`src/design/saqg_pkg.sv`:
```
package saqg_pkg;

	// phase accumulator format
	localparam int PHASE_FRAC_BITS = 16;
	localparam int PHASE_W         = 32;

	// field widths
	localparam int TS_W      = 24;
	localparam int TS_FRAC   = 16;
	localparam int RATE_W    = 20;
	localparam int RATE_FRAC = 8;
	localparam int START_W   = 10;
	localparam int LEN_W     = 11;
	localparam int PIX_W     = 13;
	localparam int POS_W     = 16;
	localparam int POS_FRAC  = 4;
	localparam int UV_W      = 17;
	localparam int UV_FRAC   = 16;
	localparam int FRAME_W   = 11;
	localparam int FRAME_MAX = 2 ** FRAME_W - 1;

	// derived arithmetic widths
	localparam int PROD_W    = TS_W + RATE_W;
	localparam int INC_SHIFT = TS_FRAC + RATE_FRAC - PHASE_FRAC_BITS;
	localparam int INC_W     = PROD_W - INC_SHIFT;
	localparam int SUM_W     = ((INC_W > PHASE_W) ? INC_W : PHASE_W) + 1;
	localparam int IS_W      = SUM_W - PHASE_FRAC_BITS;
	localparam int IP_W      = PHASE_W - PHASE_FRAC_BITS;
	localparam int LPH_W     = LEN_W + PHASE_FRAC_BITS;
	localparam int QD_W      = POS_W + 3;
	localparam int MUL_W     = 2 * PIX_W;
	localparam int TEXD_W    = PIX_W + UV_FRAC;
	localparam int THI_W     = TEXD_W - UV_W;

	// shared divider
	localparam int NUM_DIV = 4;
	localparam int DIV_W   = (IS_W > UV_W) ? IS_W : UV_W;
	localparam int DVS_W   = PIX_W;
	localparam int CNT_W   = $clog2(DIV_W + 1);

	// configuration port
	localparam int CFG_W     = 20;
	localparam int CFG_IDX_W = 3;

	typedef enum logic [CFG_IDX_W-1:0] {
		REG_ANIM_START   = 3'd0,
		REG_ANIM_LENGTH  = 3'd1,
		REG_ANIM_RATE    = 3'd2,
		REG_LOOP_MODE    = 3'd3,
		REG_TILE_WIDTH   = 3'd4,
		REG_TILE_HEIGHT  = 3'd5,
		REG_ATLAS_WIDTH  = 3'd6,
		REG_ATLAS_HEIGHT = 3'd7
	} cfg_reg_e;

	typedef enum logic [3:0] {
		S_IDLE,
		S_MUL,
		S_SUM,
		S_D1S,
		S_D1W,
		S_FRM,
		S_D2S,
		S_D2W,
		S_GEO,
		S_TMUL,
		S_D3S,
		S_D3W,
		S_WB
	} ctrl_state_e;

	typedef struct packed {
		logic [TS_W-1:0]         time_step;
		logic signed [POS_W-1:0] center_x;
		logic signed [POS_W-1:0] center_y;
	} step_item_t;

	typedef struct packed {
		logic signed [POS_W-1:0] left_x;
		logic signed [POS_W-1:0] bottom_y;
		logic signed [POS_W-1:0] right_x;
		logic signed [POS_W-1:0] top_y;
		logic [UV_W-1:0]         u_left;
		logic [UV_W-1:0]         u_right;
		logic [UV_W-1:0]         v_low;
		logic [UV_W-1:0]         v_high;
		logic [FRAME_W-1:0]      frame_index;
		logic                    out_of_sheet;
	} quad_item_t;

	typedef struct packed {
		logic load_in;
		logic mul;
		logic sum;
		logic div1_start;
		logic frame;
		logic div2_start;
		logic geo;
		logic tmul;
		logic div3_start;
		logic load_out;
	} ctrl_cmd_t;

	typedef struct packed {
		logic div_done;
	} dp_sts_t;

endpackage

```
`src/design/saqg_ifs.sv`:
```
interface saqg_step_if;
	import saqg_pkg::*;

	logic       valid;
	logic       ready;
	step_item_t data;

	modport source (output valid, output data, input ready);
	modport sink (input valid, input data, output ready);
endinterface

interface saqg_quad_if;
	import saqg_pkg::*;

	logic       valid;
	logic       ready;
	quad_item_t data;

	modport source (output valid, output data, input ready);
	modport sink (input valid, input data, output ready);
endinterface

```
`src/design/saqg_div.sv`:
```
module saqg_div (
	input  logic                          clk,
	input  logic                          arst_n,
	input  logic                          start,
	input  logic [saqg_pkg::DIV_W-1:0]    dividend,
	input  logic [saqg_pkg::DVS_W-1:0]    divisor,
	input  logic [saqg_pkg::DVS_W-1:0]    init_rem,
	input  logic [saqg_pkg::CNT_W-1:0]    steps,
	output logic [saqg_pkg::DIV_W-1:0]    quo,
	output logic [saqg_pkg::DVS_W-1:0]    rem,
	output logic                          done
);
	import saqg_pkg::*;

	logic [DVS_W-1:0] rem_q;
	logic [DVS_W-1:0] dvs_q;
	logic [DIV_W-1:0] dq_q;
	logic [CNT_W-1:0] cnt_q;
	logic [DVS_W:0]   trial;
	logic [DVS_W:0]   diff;
	logic             fits;

	// one restoring step per cycle; dividend is left aligned, quotient shifts in at the bottom
	always_comb begin
		trial = {rem_q, dq_q[DIV_W-1]};
		diff  = trial - {1'b0, dvs_q};
		fits  = trial >= {1'b0, dvs_q};
	end

	always_ff @(posedge clk or negedge arst_n) begin
		if (!arst_n) begin
			cnt_q <= '0;
		end else if (start) begin
			cnt_q <= steps;
		end else if (cnt_q != '0) begin
			cnt_q <= cnt_q - CNT_W'(1);
		end
	end

	always_ff @(posedge clk) begin
		if (start) begin
			rem_q <= init_rem;
			dvs_q <= divisor;
			dq_q  <= dividend;
		end else if (cnt_q != '0) begin
			rem_q <= fits ? diff[DVS_W-1:0] : trial[DVS_W-1:0];
			dq_q  <= {dq_q[DIV_W-2:0], fits};
		end
	end

	assign quo  = dq_q;
	assign rem  = rem_q;
	assign done = (cnt_q == '0);

	a_busy_after_start: assert property (@(posedge clk) disable iff (!arst_n)
		(start && steps != '0) |=> !done)
		else $error("divider reports done right after a non-empty start");

	a_count_down: assert property (@(posedge clk) disable iff (!arst_n)
		(!start && !done) |=> (cnt_q == $past(cnt_q) - CNT_W'(1)))
		else $error("divider step count skipped or stalled");

endmodule

```
`src/design/saqg_ctrl.sv`:
```
module saqg_ctrl (
	input  logic                  clk,
	input  logic                  arst_n,
	input  logic                  step_valid,
	output logic                  step_ready,
	output logic                  quad_valid,
	input  logic                  quad_ready,
	output saqg_pkg::ctrl_cmd_t   cmd,
	input  saqg_pkg::dp_sts_t     sts
);
	import saqg_pkg::*;

	ctrl_state_e state_q;
	ctrl_state_e state_d;
	logic        out_valid_q;

	always_ff @(posedge clk or negedge arst_n) begin
		if (!arst_n) begin
			state_q <= S_IDLE;
		end else begin
			state_q <= state_d;
		end
	end

	always_comb begin
		state_d    = state_q;
		cmd        = '0;
		step_ready = 1'b0;
		unique case (state_q)
			S_IDLE: begin
				step_ready = 1'b1;
				if (step_valid) begin
					cmd.load_in = 1'b1;
					state_d     = S_MUL;
				end
			end
			S_MUL: begin
				cmd.mul = 1'b1;
				state_d = S_SUM;
			end
			S_SUM: begin
				cmd.sum = 1'b1;
				state_d = S_D1S;
			end
			S_D1S: begin
				cmd.div1_start = 1'b1;
				state_d        = S_D1W;
			end
			S_D1W: begin
				if (sts.div_done) state_d = S_FRM;
			end
			S_FRM: begin
				cmd.frame = 1'b1;
				state_d   = S_D2S;
			end
			S_D2S: begin
				cmd.div2_start = 1'b1;
				state_d        = S_D2W;
			end
			S_D2W: begin
				if (sts.div_done) state_d = S_GEO;
			end
			S_GEO: begin
				cmd.geo = 1'b1;
				state_d = S_TMUL;
			end
			S_TMUL: begin
				cmd.tmul = 1'b1;
				state_d  = S_D3S;
			end
			S_D3S: begin
				cmd.div3_start = 1'b1;
				state_d        = S_D3W;
			end
			S_D3W: begin
				if (sts.div_done) state_d = S_WB;
			end
			S_WB: begin
				// hold here while the previous result still sits in the output register
				if (!out_valid_q || quad_ready) begin
					cmd.load_out = 1'b1;
					state_d      = S_IDLE;
				end
			end
			default: state_d = S_IDLE;
		endcase
	end

	always_ff @(posedge clk or negedge arst_n) begin
		if (!arst_n) begin
			out_valid_q <= 1'b0;
		end else if (cmd.load_out) begin
			out_valid_q <= 1'b1;
		end else if (quad_ready) begin
			out_valid_q <= 1'b0;
		end
	end

	assign quad_valid = out_valid_q;

	a_out_from_wb: assert property (@(posedge clk) disable iff (!arst_n)
		$rose(out_valid_q) |-> ($past(state_q) == S_WB))
		else $error("result raised outside write-back");

	a_no_overwrite: assert property (@(posedge clk) disable iff (!arst_n)
		(out_valid_q && !quad_ready) |-> !cmd.load_out)
		else $error("pending result overwritten");

endmodule

```
`src/design/saqg_dp.sv`:
```
module saqg_dp (
	input  logic                              clk,
	input  logic                              arst_n,
	input  logic                              cfg_we,
	input  logic [saqg_pkg::CFG_IDX_W-1:0]    cfg_idx,
	input  logic [saqg_pkg::CFG_W-1:0]        cfg_data,
	input  saqg_pkg::ctrl_cmd_t               cmd,
	input  saqg_pkg::step_item_t              step_item,
	output saqg_pkg::dp_sts_t                 sts,
	output saqg_pkg::quad_item_t              quad_item
);
	import saqg_pkg::*;

	function automatic logic signed [POS_W-1:0] sat16(input logic signed [QD_W-1:0] v);
		logic [QD_W-POS_W:0] top;
		top = v[QD_W-1:POS_W-1];
		if (v[QD_W-1] && top != '1) begin
			sat16 = {1'b1, {(POS_W-1){1'b0}}};
		end else if (!v[QD_W-1] && top != '0) begin
			sat16 = {1'b0, {(POS_W-1){1'b1}}};
		end else begin
			sat16 = v[POS_W-1:0];
		end
	endfunction

	function automatic logic [UV_W-1:0] uv_sat(input logic big, input logic [UV_W-1:0] q);
		logic [UV_W-1:0] one;
		one = UV_W'(1) << UV_FRAC;
		uv_sat = (big || q > one) ? one : q;
	endfunction

	// configuration
	logic [START_W-1:0] start_q;
	logic [LEN_W-1:0]   len_q;
	logic [RATE_W-1:0]  rate_q;
	logic               loop_q;
	logic [PIX_W-1:0]   tw_q, th_q, aw_q, ah_q;
	logic [PHASE_W-1:0] phase_q;

	logic [LEN_W-1:0]   len_e;
	logic [PIX_W-1:0]   tw_e, th_e, aw_e, ah_e;

	// per request
	step_item_t         in_q;
	logic [PROD_W-1:0]  prod_q;
	logic [SUM_W-1:0]   sum_q;
	logic [DVS_W-1:0]   cols_q, rows_q;
	logic [FRAME_W-1:0] frame_q;
	logic [PIX_W-1:0]   fx_q, fy_q;
	logic               oos_q;
	logic signed [POS_W-1:0] left_q, bottom_q, right_q, top_q;
	logic [PIX_W-1:0]   px_q [NUM_DIV];
	logic               big_q [NUM_DIV];
	quad_item_t         quad_q;

	// dividers
	logic               div_go;
	logic [DIV_W-1:0]   dvd_v [NUM_DIV];
	logic [DVS_W-1:0]   dvs_v [NUM_DIV];
	logic [DVS_W-1:0]   init_v [NUM_DIV];
	logic [CNT_W-1:0]   steps_v [NUM_DIV];
	logic [DIV_W-1:0]   quo_v [NUM_DIV];
	logic [DVS_W-1:0]   rem_v [NUM_DIV];
	logic [NUM_DIV-1:0] done_v;

	// phase and frame
	logic [63:0]        sum64, lph64;
	logic [LPH_W-1:0]   lph;
	logic [PHASE_W-1:0] phase_loop, phase_once, phase_n;
	logic [IP_W-1:0]    ipart;
	logic [LEN_W-1:0]   len_m1, off;
	logic [FRAME_W:0]   frame_sum;
	logic [FRAME_W-1:0] frame_n;

	// sheet geometry
	logic [FRAME_W-1:0] rowi;
	logic               no_sheet, row_over;
	logic [DVS_W-1:0]   rowc;
	logic [PIX_W-1:0]   fx_n, fy_n;
	logic signed [QD_W-1:0] x1, y1, x2, y2;

	// texture
	logic [MUL_W-1:0]   mul_u, mul_v;
	logic [TEXD_W-1:0]  texd [NUM_DIV];
	logic [PIX_W-1:0]   size_v [NUM_DIV];

	always_comb begin
		len_e = (len_q == '0) ? LEN_W'(1) : len_q;
		tw_e  = (tw_q == '0) ? PIX_W'(1) : tw_q;
		th_e  = (th_q == '0) ? PIX_W'(1) : th_q;
		aw_e  = (aw_q == '0) ? PIX_W'(1) : aw_q;
		ah_e  = (ah_q == '0) ? PIX_W'(1) : ah_q;
	end

	always_ff @(posedge clk or negedge arst_n) begin
		if (!arst_n) begin
			start_q <= '0;
			len_q   <= LEN_W'(1);
			rate_q  <= '0;
			loop_q  <= 1'b0;
			tw_q    <= PIX_W'(1);
			th_q    <= PIX_W'(1);
			aw_q    <= PIX_W'(1);
			ah_q    <= PIX_W'(1);
			phase_q <= '0;
		end else if (cfg_we) begin
			unique case (cfg_reg_e'(cfg_idx))
				REG_ANIM_START: begin
					start_q <= cfg_data[START_W-1:0];
					phase_q <= '0;
				end
				REG_ANIM_LENGTH: begin
					len_q   <= cfg_data[LEN_W-1:0];
					phase_q <= '0;
				end
				REG_ANIM_RATE: begin
					rate_q  <= cfg_data[RATE_W-1:0];
					phase_q <= '0;
				end
				REG_LOOP_MODE: begin
					loop_q  <= cfg_data[0];
					phase_q <= '0;
				end
				REG_TILE_WIDTH:   tw_q <= cfg_data[PIX_W-1:0];
				REG_TILE_HEIGHT:  th_q <= cfg_data[PIX_W-1:0];
				REG_ATLAS_WIDTH:  aw_q <= cfg_data[PIX_W-1:0];
				REG_ATLAS_HEIGHT: ah_q <= cfg_data[PIX_W-1:0];
			endcase
		end else if (cmd.frame) begin
			phase_q <= phase_n;
		end
	end

	// new phase: loop mode keeps (integer mod length) with the fraction, one-shot saturates
	always_comb begin
		sum64      = 64'(sum_q);
		lph        = {rem_v[0][LEN_W-1:0], sum_q[PHASE_FRAC_BITS-1:0]};
		lph64      = 64'(lph);
		phase_loop = (lph64[63:PHASE_W] != '0) ? '1 : lph64[PHASE_W-1:0];
		phase_once = (sum64[63:PHASE_W] != '0) ? '1 : sum64[PHASE_W-1:0];
		phase_n    = loop_q ? phase_loop : phase_once;
		ipart      = phase_n[PHASE_W-1:PHASE_FRAC_BITS];
		len_m1     = len_e - LEN_W'(1);
		// in loop mode ipart is already below the length, so the clamp is harmless
		off        = (32'(ipart) > 32'(len_m1)) ? len_m1 : LEN_W'(ipart);
		frame_sum  = (FRAME_W+1)'(start_q) + (FRAME_W+1)'(off);
		frame_n    = (frame_sum > (FRAME_W+1)'(FRAME_MAX)) ? FRAME_W'(FRAME_MAX)
		                                                 : frame_sum[FRAME_W-1:0];
	end

	always_comb begin
		rowi     = quo_v[0][FRAME_W-1:0];
		no_sheet = (cols_q == '0) || (rows_q == '0);
		row_over = (DVS_W'(rowi) >= rows_q);
		rowc     = row_over ? rows_q - DVS_W'(1) : DVS_W'(rowi);
		fx_n     = no_sheet ? '0 : rem_v[0];
		fy_n     = no_sheet ? '0 : rows_q - DVS_W'(1) - rowc;
		x1       = QD_W'(in_q.center_x) - (QD_W'(tw_e >> 1) << POS_FRAC);
		y1       = QD_W'(in_q.center_y) - (QD_W'(th_e >> 1) << POS_FRAC);
		x2       = x1 + (QD_W'(tw_e) << POS_FRAC);
		y2       = y1 + (QD_W'(th_e) << POS_FRAC);
		mul_u    = MUL_W'(fx_q) * MUL_W'(tw_e);
		mul_v    = MUL_W'(fy_q) * MUL_W'(th_e);
	end

	// (edge << 16) + size/2, split so the divider sees a remainder already below the size
	always_comb begin
		for (int k = 0; k < NUM_DIV; k++) begin
			size_v[k] = (k < 2) ? aw_e : ah_e;
			texd[k]   = (TEXD_W'(px_q[k]) << UV_FRAC) + TEXD_W'(size_v[k] >> 1);
		end
	end

	always_comb begin
		div_go = cmd.div1_start | cmd.div2_start | cmd.div3_start;
		for (int k = 0; k < NUM_DIV; k++) begin
			dvd_v[k]   = '0;
			dvs_v[k]   = '0;
			init_v[k]  = '0;
			steps_v[k] = '0;
		end
		priority if (cmd.div1_start) begin
			dvd_v[0]   = DIV_W'(sum_q[SUM_W-1:PHASE_FRAC_BITS]) << (DIV_W - IS_W);
			dvs_v[0]   = DVS_W'(len_e);
			steps_v[0] = CNT_W'(IS_W);
			dvd_v[1]   = DIV_W'(aw_e) << (DIV_W - PIX_W);
			dvs_v[1]   = tw_e;
			steps_v[1] = CNT_W'(PIX_W);
			dvd_v[2]   = DIV_W'(ah_e) << (DIV_W - PIX_W);
			dvs_v[2]   = th_e;
			steps_v[2] = CNT_W'(PIX_W);
		end else if (cmd.div2_start) begin
			dvd_v[0]   = DIV_W'(frame_q) << (DIV_W - FRAME_W);
			dvs_v[0]   = cols_q;
			steps_v[0] = CNT_W'(FRAME_W);
		end else if (cmd.div3_start) begin
			for (int k = 0; k < NUM_DIV; k++) begin
				dvd_v[k]   = DIV_W'(texd[k][UV_W-1:0]) << (DIV_W - UV_W);
				dvs_v[k]   = size_v[k];
				init_v[k]  = DVS_W'(texd[k][TEXD_W-1:UV_W]);
				steps_v[k] = CNT_W'(UV_W);
			end
		end
	end

	for (genvar g = 0; g < NUM_DIV; g++) begin : g_div
		saqg_div u_div (
			.clk      (clk),
			.arst_n   (arst_n),
			.start    (div_go),
			.dividend (dvd_v[g]),
			.divisor  (dvs_v[g]),
			.init_rem (init_v[g]),
			.steps    (steps_v[g]),
			.quo      (quo_v[g]),
			.rem      (rem_v[g]),
			.done     (done_v[g])
		);
	end

	assign sts.div_done = &done_v;

	always_ff @(posedge clk) begin
		if (cmd.load_in) in_q <= step_item;
		if (cmd.mul) prod_q <= PROD_W'(in_q.time_step) * PROD_W'(rate_q);
		if (cmd.sum) sum_q <= SUM_W'(phase_q) + SUM_W'(prod_q[PROD_W-1:INC_SHIFT]);
		if (cmd.frame) begin
			cols_q  <= quo_v[1][DVS_W-1:0];
			rows_q  <= quo_v[2][DVS_W-1:0];
			frame_q <= frame_n;
		end
		if (cmd.geo) begin
			fx_q     <= fx_n;
			fy_q     <= fy_n;
			oos_q    <= no_sheet || row_over;
			left_q   <= sat16(x1);
			bottom_q <= sat16(y1);
			right_q  <= sat16(x2);
			top_q    <= sat16(y2);
		end
		if (cmd.tmul) begin
			// edges stay inside the sheet width and height, so 13 bits hold them
			px_q[0] <= mul_u[PIX_W-1:0];
			px_q[1] <= mul_u[PIX_W-1:0] + tw_e;
			px_q[2] <= mul_v[PIX_W-1:0];
			px_q[3] <= mul_v[PIX_W-1:0] + th_e;
		end
		if (cmd.div3_start) begin
			for (int k = 0; k < NUM_DIV; k++) begin
				big_q[k] <= (DVS_W'(texd[k][TEXD_W-1:UV_W]) >= size_v[k]);
			end
		end
		if (cmd.load_out) begin
			quad_q.left_x       <= left_q;
			quad_q.bottom_y     <= bottom_q;
			quad_q.right_x      <= right_q;
			quad_q.top_y        <= top_q;
			quad_q.u_left       <= uv_sat(big_q[0], quo_v[0][UV_W-1:0]);
			quad_q.u_right      <= uv_sat(big_q[1], quo_v[1][UV_W-1:0]);
			quad_q.v_low        <= uv_sat(big_q[2], quo_v[2][UV_W-1:0]);
			quad_q.v_high       <= uv_sat(big_q[3], quo_v[3][UV_W-1:0]);
			quad_q.frame_index  <= frame_q;
			quad_q.out_of_sheet <= oos_q;
		end
	end

	assign quad_item = quad_q;

endmodule

```
`src/design/sprite_anim_quad_gen.sv`:
```
// Sprite-sheet animation and quad generator.
// step_ch takes one request per drawn sprite: time step (Q8.16) and center (Q12.4).
// Each request advances the animation phase by time_step * anim_rate, picks the
// sheet frame, and returns on quad_ch the quad corners (Q12.4, saturated), the
// frame's texture coordinates (Q1.16), the frame number and an out-of-sheet flag.
// Registers are written through cfg_we/cfg_idx/cfg_data; the user must write
// them only while no request is in flight, as the block does not enforce this.
// A write to any of the four animation registers clears the phase.
// Each request makes three passes through the radix-2 dividers, one quotient
// bit per cycle: phase modulo length plus sheet columns and rows (21 steps),
// frame by columns (11 steps), and the four texture coordinates in parallel
// (17 steps); a new request is taken only once the last one is written back.
// The result sits in an output register until taken; the next request is
// accepted and computed meanwhile, and waits in write-back while quad_ch stalls.
// Reset restores the register defaults, clears the phase and drops any pending
// result.
module sprite_anim_quad_gen (
	input  logic                              clk,
	input  logic                              arst_n,
	saqg_step_if.sink                         step_ch,
	saqg_quad_if.source                       quad_ch,
	input  logic                              cfg_we,
	input  logic [saqg_pkg::CFG_IDX_W-1:0]    cfg_idx,
	input  logic [saqg_pkg::CFG_W-1:0]        cfg_data
);
	import saqg_pkg::*;

	ctrl_cmd_t cmd;
	dp_sts_t   sts;

	saqg_ctrl u_ctrl (
		.clk        (clk),
		.arst_n     (arst_n),
		.step_valid (step_ch.valid),
		.step_ready (step_ch.ready),
		.quad_valid (quad_ch.valid),
		.quad_ready (quad_ch.ready),
		.cmd        (cmd),
		.sts        (sts)
	);

	saqg_dp u_dp (
		.clk       (clk),
		.arst_n    (arst_n),
		.cfg_we    (cfg_we),
		.cfg_idx   (cfg_idx),
		.cfg_data  (cfg_data),
		.cmd       (cmd),
		.step_item (step_ch.data),
		.sts       (sts),
		.quad_item (quad_ch.data)
	);

endmodule
```
`src/flat_wrapper.sv`:
```
// flat-port wrapper written by rule: the top's interface ports become plain ports
module sprite_anim_quad_gen_flat import saqg_pkg::*;
  (clk, arst_n, cfg_we, cfg_idx, cfg_data, step_ch_valid, step_ch_data, step_ch_ready, quad_ch_valid, quad_ch_data, quad_ch_ready);
  saqg_step_if step_ch_i ();
  saqg_quad_if quad_ch_i ();
  input  logic clk;
  input  logic arst_n;
  input  logic cfg_we;
  input  logic [saqg_pkg::CFG_IDX_W-1:0] cfg_idx;
  input  logic [saqg_pkg::CFG_W-1:0] cfg_data;
  input wire logic [$bits(step_ch_i.valid)-1:0] step_ch_valid;
  input wire logic [$bits(step_ch_i.data)-1:0] step_ch_data;
  output wire logic [$bits(step_ch_i.ready)-1:0] step_ch_ready;
  output wire logic [$bits(quad_ch_i.valid)-1:0] quad_ch_valid;
  output wire logic [$bits(quad_ch_i.data)-1:0] quad_ch_data;
  input wire logic [$bits(quad_ch_i.ready)-1:0] quad_ch_ready;
  assign step_ch_i.valid = step_ch_valid;
  assign step_ch_i.data = step_ch_data;
  assign step_ch_ready = step_ch_i.ready;
  assign quad_ch_valid = quad_ch_i.valid;
  assign quad_ch_data = quad_ch_i.data;
  assign quad_ch_i.ready = quad_ch_ready;
  sprite_anim_quad_gen u_core (.clk(clk), .arst_n(arst_n), .step_ch(step_ch_i), .quad_ch(quad_ch_i), .cfg_we(cfg_we), .cfg_idx(cfg_idx), .cfg_data(cfg_data));
endmodule
```
`config.mk`:
```
export PLATFORM = sky130hd
export DESIGN_NAME = sprite_anim_quad_gen_flat
export DESIGN_NICKNAME = d
export VERILOG_FILES = /design/src/design/saqg_pkg.sv /design/src/design/saqg_ifs.sv /design/src/design/saqg_div.sv /design/src/design/saqg_ctrl.sv /design/src/design/saqg_dp.sv /design/src/design/sprite_anim_quad_gen.sv /design/src/flat_wrapper.sv
export SDC_FILE = /design/constraint.sdc
export NUM_CORES = 2
export LEC_CHECK = 0
export BUFFER_PORTS_ARGS = -buffer_cell sky130_fd_sc_hd__clkbuf_2
export CAP_MARGIN = 0
export CORE_MARGIN = 2
export CORE_UTILIZATION = 30
export CTS_CLUSTER_DIAMETER = 80
export CTS_CLUSTER_SIZE = 12
export DETAILED_ROUTE_END_ITERATION = 10
export PLACE_DENSITY = 0.54
export SLEW_MARGIN = 20
export SYNTH_ARGS = -nofsm -noshare
export SYNTH_HDL_FRONTEND = slang
export SYNTH_HIERARCHICAL = 1
export SYNTH_SLANG_ARGS = --single-unit
```
`constraint.sdc`:
```
create_clock -name clk -period 16.3 [get_ports clk]
set_input_delay 3.26 -clock clk [delete_from_list [all_inputs] [get_ports clk]]
set_output_delay 3.26 -clock clk [all_outputs]
set_load 0.01 [all_outputs]
```
==> key figures <==
Synthesis
  • Leading area contributor after synthesis: edfxtp_1
  • Primary FF master, synth: edfxtp_1
  • Synth unique cells: 95
  • Area share of the leading cell type in the synthesized netlist: a little under a third
  • Post-Syn Area: 61900 um2
  • Register area share after synthesis: 37.4%
  • Ranking of synthesized cells by area: edfxtp_1 (31%), fa_1 (16%), ha_1 (9.7%)
  • Synth Area per Inst: 10.8 um2
  • Yosys warns: 6
  • Async set-reset flop share out of synthesis: 19.0%
  • Yosys reg bits: 796
  • Number of synthesized flops with an enable pin: 645
  • Post-synthesis cell count: 5752

Global route
  • Gr usage total: around 16%
  • Largest net degree at the start of global routing: 174
  • Number of global-route vias before repair: 42.7k
  • First-pass GRT wire length: between 200000 and 300000 um
  • Initial antenna violation count: 15
  • Total grt overflow: 0

Route
  • DRC Markers: 0
  • WL final: 171000 um
  • Vias post-DR: 42.0k
  • Starting DRC count in detailed routing: about 2.7k
  • ANT nets after route: 0
  • DRT Pass-1 Iters: 6
  • Routed vias/inst: 4.87
  • Wirelength per Cell: 19.9 um

Setup path
  • Critical path type: reg -> reg
  • Required time of the critical path: about 17000 ps
  • Critical path fanouts, max: 25
  • Reg2reg setup slack: 8840 ps
  • Startpoint Class: flop
  • Crit. End Element: flop
  • Crit path DAT: 7920 ps

Timing
  • Setup TNS: 0 ps
  • Worst Tran Pin Value: about 1100 ps
  • Clock skew: 57.4 ps
  • Fmax: about 0.13 GHz
  • Part of the cycle the worst path needs: 45.8%
  • RSZ-0062 raised after global routing: false
  • Min Clock Period, post-route: ~7500 ps
  • Fin. Hold Viols: 0
  • Endpoints failing setup: 0
  • Worst rel slew slack: 28.0%
  • Slew Limit Fails: 0

Placed design
  • Post-DP HPWL: around 130000 um
  • PortBufs: approximately 230
  • Final Wtd Congestion: 0.880

Flow run
  • Max-Cap Viols: 0

Clocking
  • Root buf cell: clkbuf_16
  • Worst-path clk slew: approximately 60 ps
  • Clk buf depth: 3
  • CTS Buf Count: 85
  • Clk_lat worst skew: 720 ps
  • Post-CTS repair timing setup buffer count: 0
  • Clock sink count: 796
  • H-tree depth: 3
  • Post-CTS Hold Buffers: 0
  • CTS tree: yes
  • CTS resizes: 0

Finish
  • Reg area: 23200 um2
  • FILL cells: 20.7k
  • Multi-input logic area: 35000 um2
  • Layout Nets: between 6k and 7k
  • Syn-to-layout area delta: 10.7%
  • Layout cells sized above 1: a little under an eighth

Floorplanning
  • Rows: around 170
  • Core area: 205000 um2
  • I/O Pins: 230
  • Die X: 458 um
  • Initial Util: a little under a third
  • Die area: 210000 um2
  • Die Height: around 460 um

Worst hold path
  • Hold Crit Class: reg -> reg

Status
  • Status: completed
==> final cells by class <==
class | count | area share (%)
inverters | 754 | 4.13
multi-input cells | 3956 | 51.1
clock inverters | 23 | 0.420
well taps | 2688 | 4.91
diodes | 4 | 0.0146
repair buffers | 279 | 2.25
flip-flops and latches | 796 | 33.8
clock buffers | 124 | 3.46
==> critical path, stage by stage (launching register included) <==
cell and delay (ps):
dfrtp_1 1020, nand2_1 200, fa_1 570, inv_1 50
fa_1 460, fa_1 490, inv_1 60, fa_1 500
inv_1 50, fa_1 550, fa_1 440, fa_1 450
ha_1 360, nand4_1 120, or2_2 320, o31ai_1 550
nor2b_1 250, a31oi_1 190, o221ai_1 290, a21oi_1 130
xnor2_1 130
==> metrics by stage <==
| stage | worst slack, ps | utilization (%) | instance area (um2) | cells | hold WS, ps |
|---|---|---|---|---|---|
| global placement | 8910 | 32.2 | 65900 | 8473 | 402 |
| floorplan | 4480 | - | 62000 | 5776 | 400 |
| finish | 8840 | 33.5 | 68500 | 8624 | 418 |
| global route | 8460 | 33.5 | 68500 | 8621 | 424 |
| detailed placement | 8860 | 32.2 | 65900 | 8473 | 405 |
| CTS | 8860 | 33.5 | 68500 | 8620 | 417 |
==> synth_stat cells (96+ instances only) <==
library cell / number
a21o_1: 109
a21oi_1: 221
and2_1: 423
clkbuf_1: 222
dfrtp_1: 146
edfxtp_1: 645
fa_1: 500
ha_1: 479
inv_1: 754
mux2_2: 174
nand2_1: 563
nor2_1: 220
o21ai_0: 146
xnor2_1: 169
xor2_1: 96
==> cell usage in the layout (no fill, tap or decap), types with 11 or more instances in the layout <==
cell	count
xor2_1	96
and2_1	422
a22oi_1	13
dfrtp_1	146
nor3b_1	30
ha_1	479
nor2_1	218
nand3_1	45
nand2_1	563
clkbuf_1	34
a21o_1	109
nand2b_1	57
fa_1	500
o211ai_1	27
clkbuf_2	228
a221o_1	35
o31ai_1	32
o21ai_0	146
nor2b_1	36
xnor2_1	169
a22o_1	30
a31o_2	18
nor3_1	72
mux2_2	174
or3_1	11
o21bai_1	18
inv_1	754
a31oi_1	22
mux2i_1	39
o21ai_1	12
a21oi_1	220
o21a_1	46
buf_4	49
clkbuf_16	89
a211oi_1	28
conb_1	25
edfxtp_1	645
nor4_1	44
nand4_1	31
==> flip-flops by register name, summed over array words and instances (netlist names), 13 cells and up <==
name and count:
u_core/u_dp/g_div.u_div/rem 52, u_core/u_dp/fx_q 13, u_core/u_dp/ah_q 13, u_core/u_dp/in_q 56
u_core/u_dp/fy_q 13, u_core/u_dp/phase_q 32, u_core/u_dp/bottom_q 16, u_core/u_dp/px_q 52
u_core/u_dp/cols_q 13, u_core/u_dp/rate_q 20, u_core/u_dp/aw_q 13, u_core/u_dp/prod_q 36
u_core/u_dp/g_div.u_div/dvs_q 52, u_core/u_dp/g_div.u_div/cnt_q 20, u_core/u_dp/right_q 16, u_core/u_dp/g_div.u_div/quo 84
u_core/u_dp/quad_item 144, u_core/u_dp/top_q 16, u_core/u_dp/th_q 13, u_core/u_dp/left_q 16
u_core/u_dp/sum_q 37, u_core/u_dp/rows_q 13, u_core/u_dp/tw_q 13
==> cells by family (layout without fill, tap and decap cells) <==
logic type | count (synthesis) | in the layout | synth area share, %
adder cells (fa/ha/maj) | 980 | 980 | 25.9
XOR/XNOR | 268 | 268 | 3.86
AND/OR/NAND/NOR | 1611 | 1611 | 13.2
AO/OA/AOI/OAI | 855 | 855 | 9.41
multiplexers | 217 | 217 | 3.87
flip-flops | 796 | 796 | 37.4
other | 1 | 29 | 0.00606
buffers and inverters | 1024 | 1180 | 6.39
==> path summary, 6_finish.rpt <==
check                                             endpoint                    start  depth (start not counted)
worst max-delay path                u_core/u_dp/prod_q[29]    u_core/u_dp/rate_q[3]                         20
worst min-delay path            u_core/u_dp/quad_item[109]  u_core/u_dp/right_q[13]                          0
worst max register to register      u_core/u_dp/prod_q[29]    u_core/u_dp/rate_q[3]                         20
worst min register to register  u_core/u_dp/quad_item[109]  u_core/u_dp/right_q[13]                          0
max in group asynchronous           u_core/u_dp/phase_q[0]                   arst_n                          2
min in group asynchronous              u_core/u_dp/th_q[9]                   arst_n                          1
==> layer usage <==
metal	vias up	global-route usage [%]	share of wire, %
li1	19600	-	-
met1	21100	21.8	45
met2	1064	26.9	47
met3	241	2.35	5.0
met4	0	5.19	3.2
met5	-	0	0
Power is not shown: default switching activity piles up to over one toggle a cycle in this logic, so the estimate is an artifact.
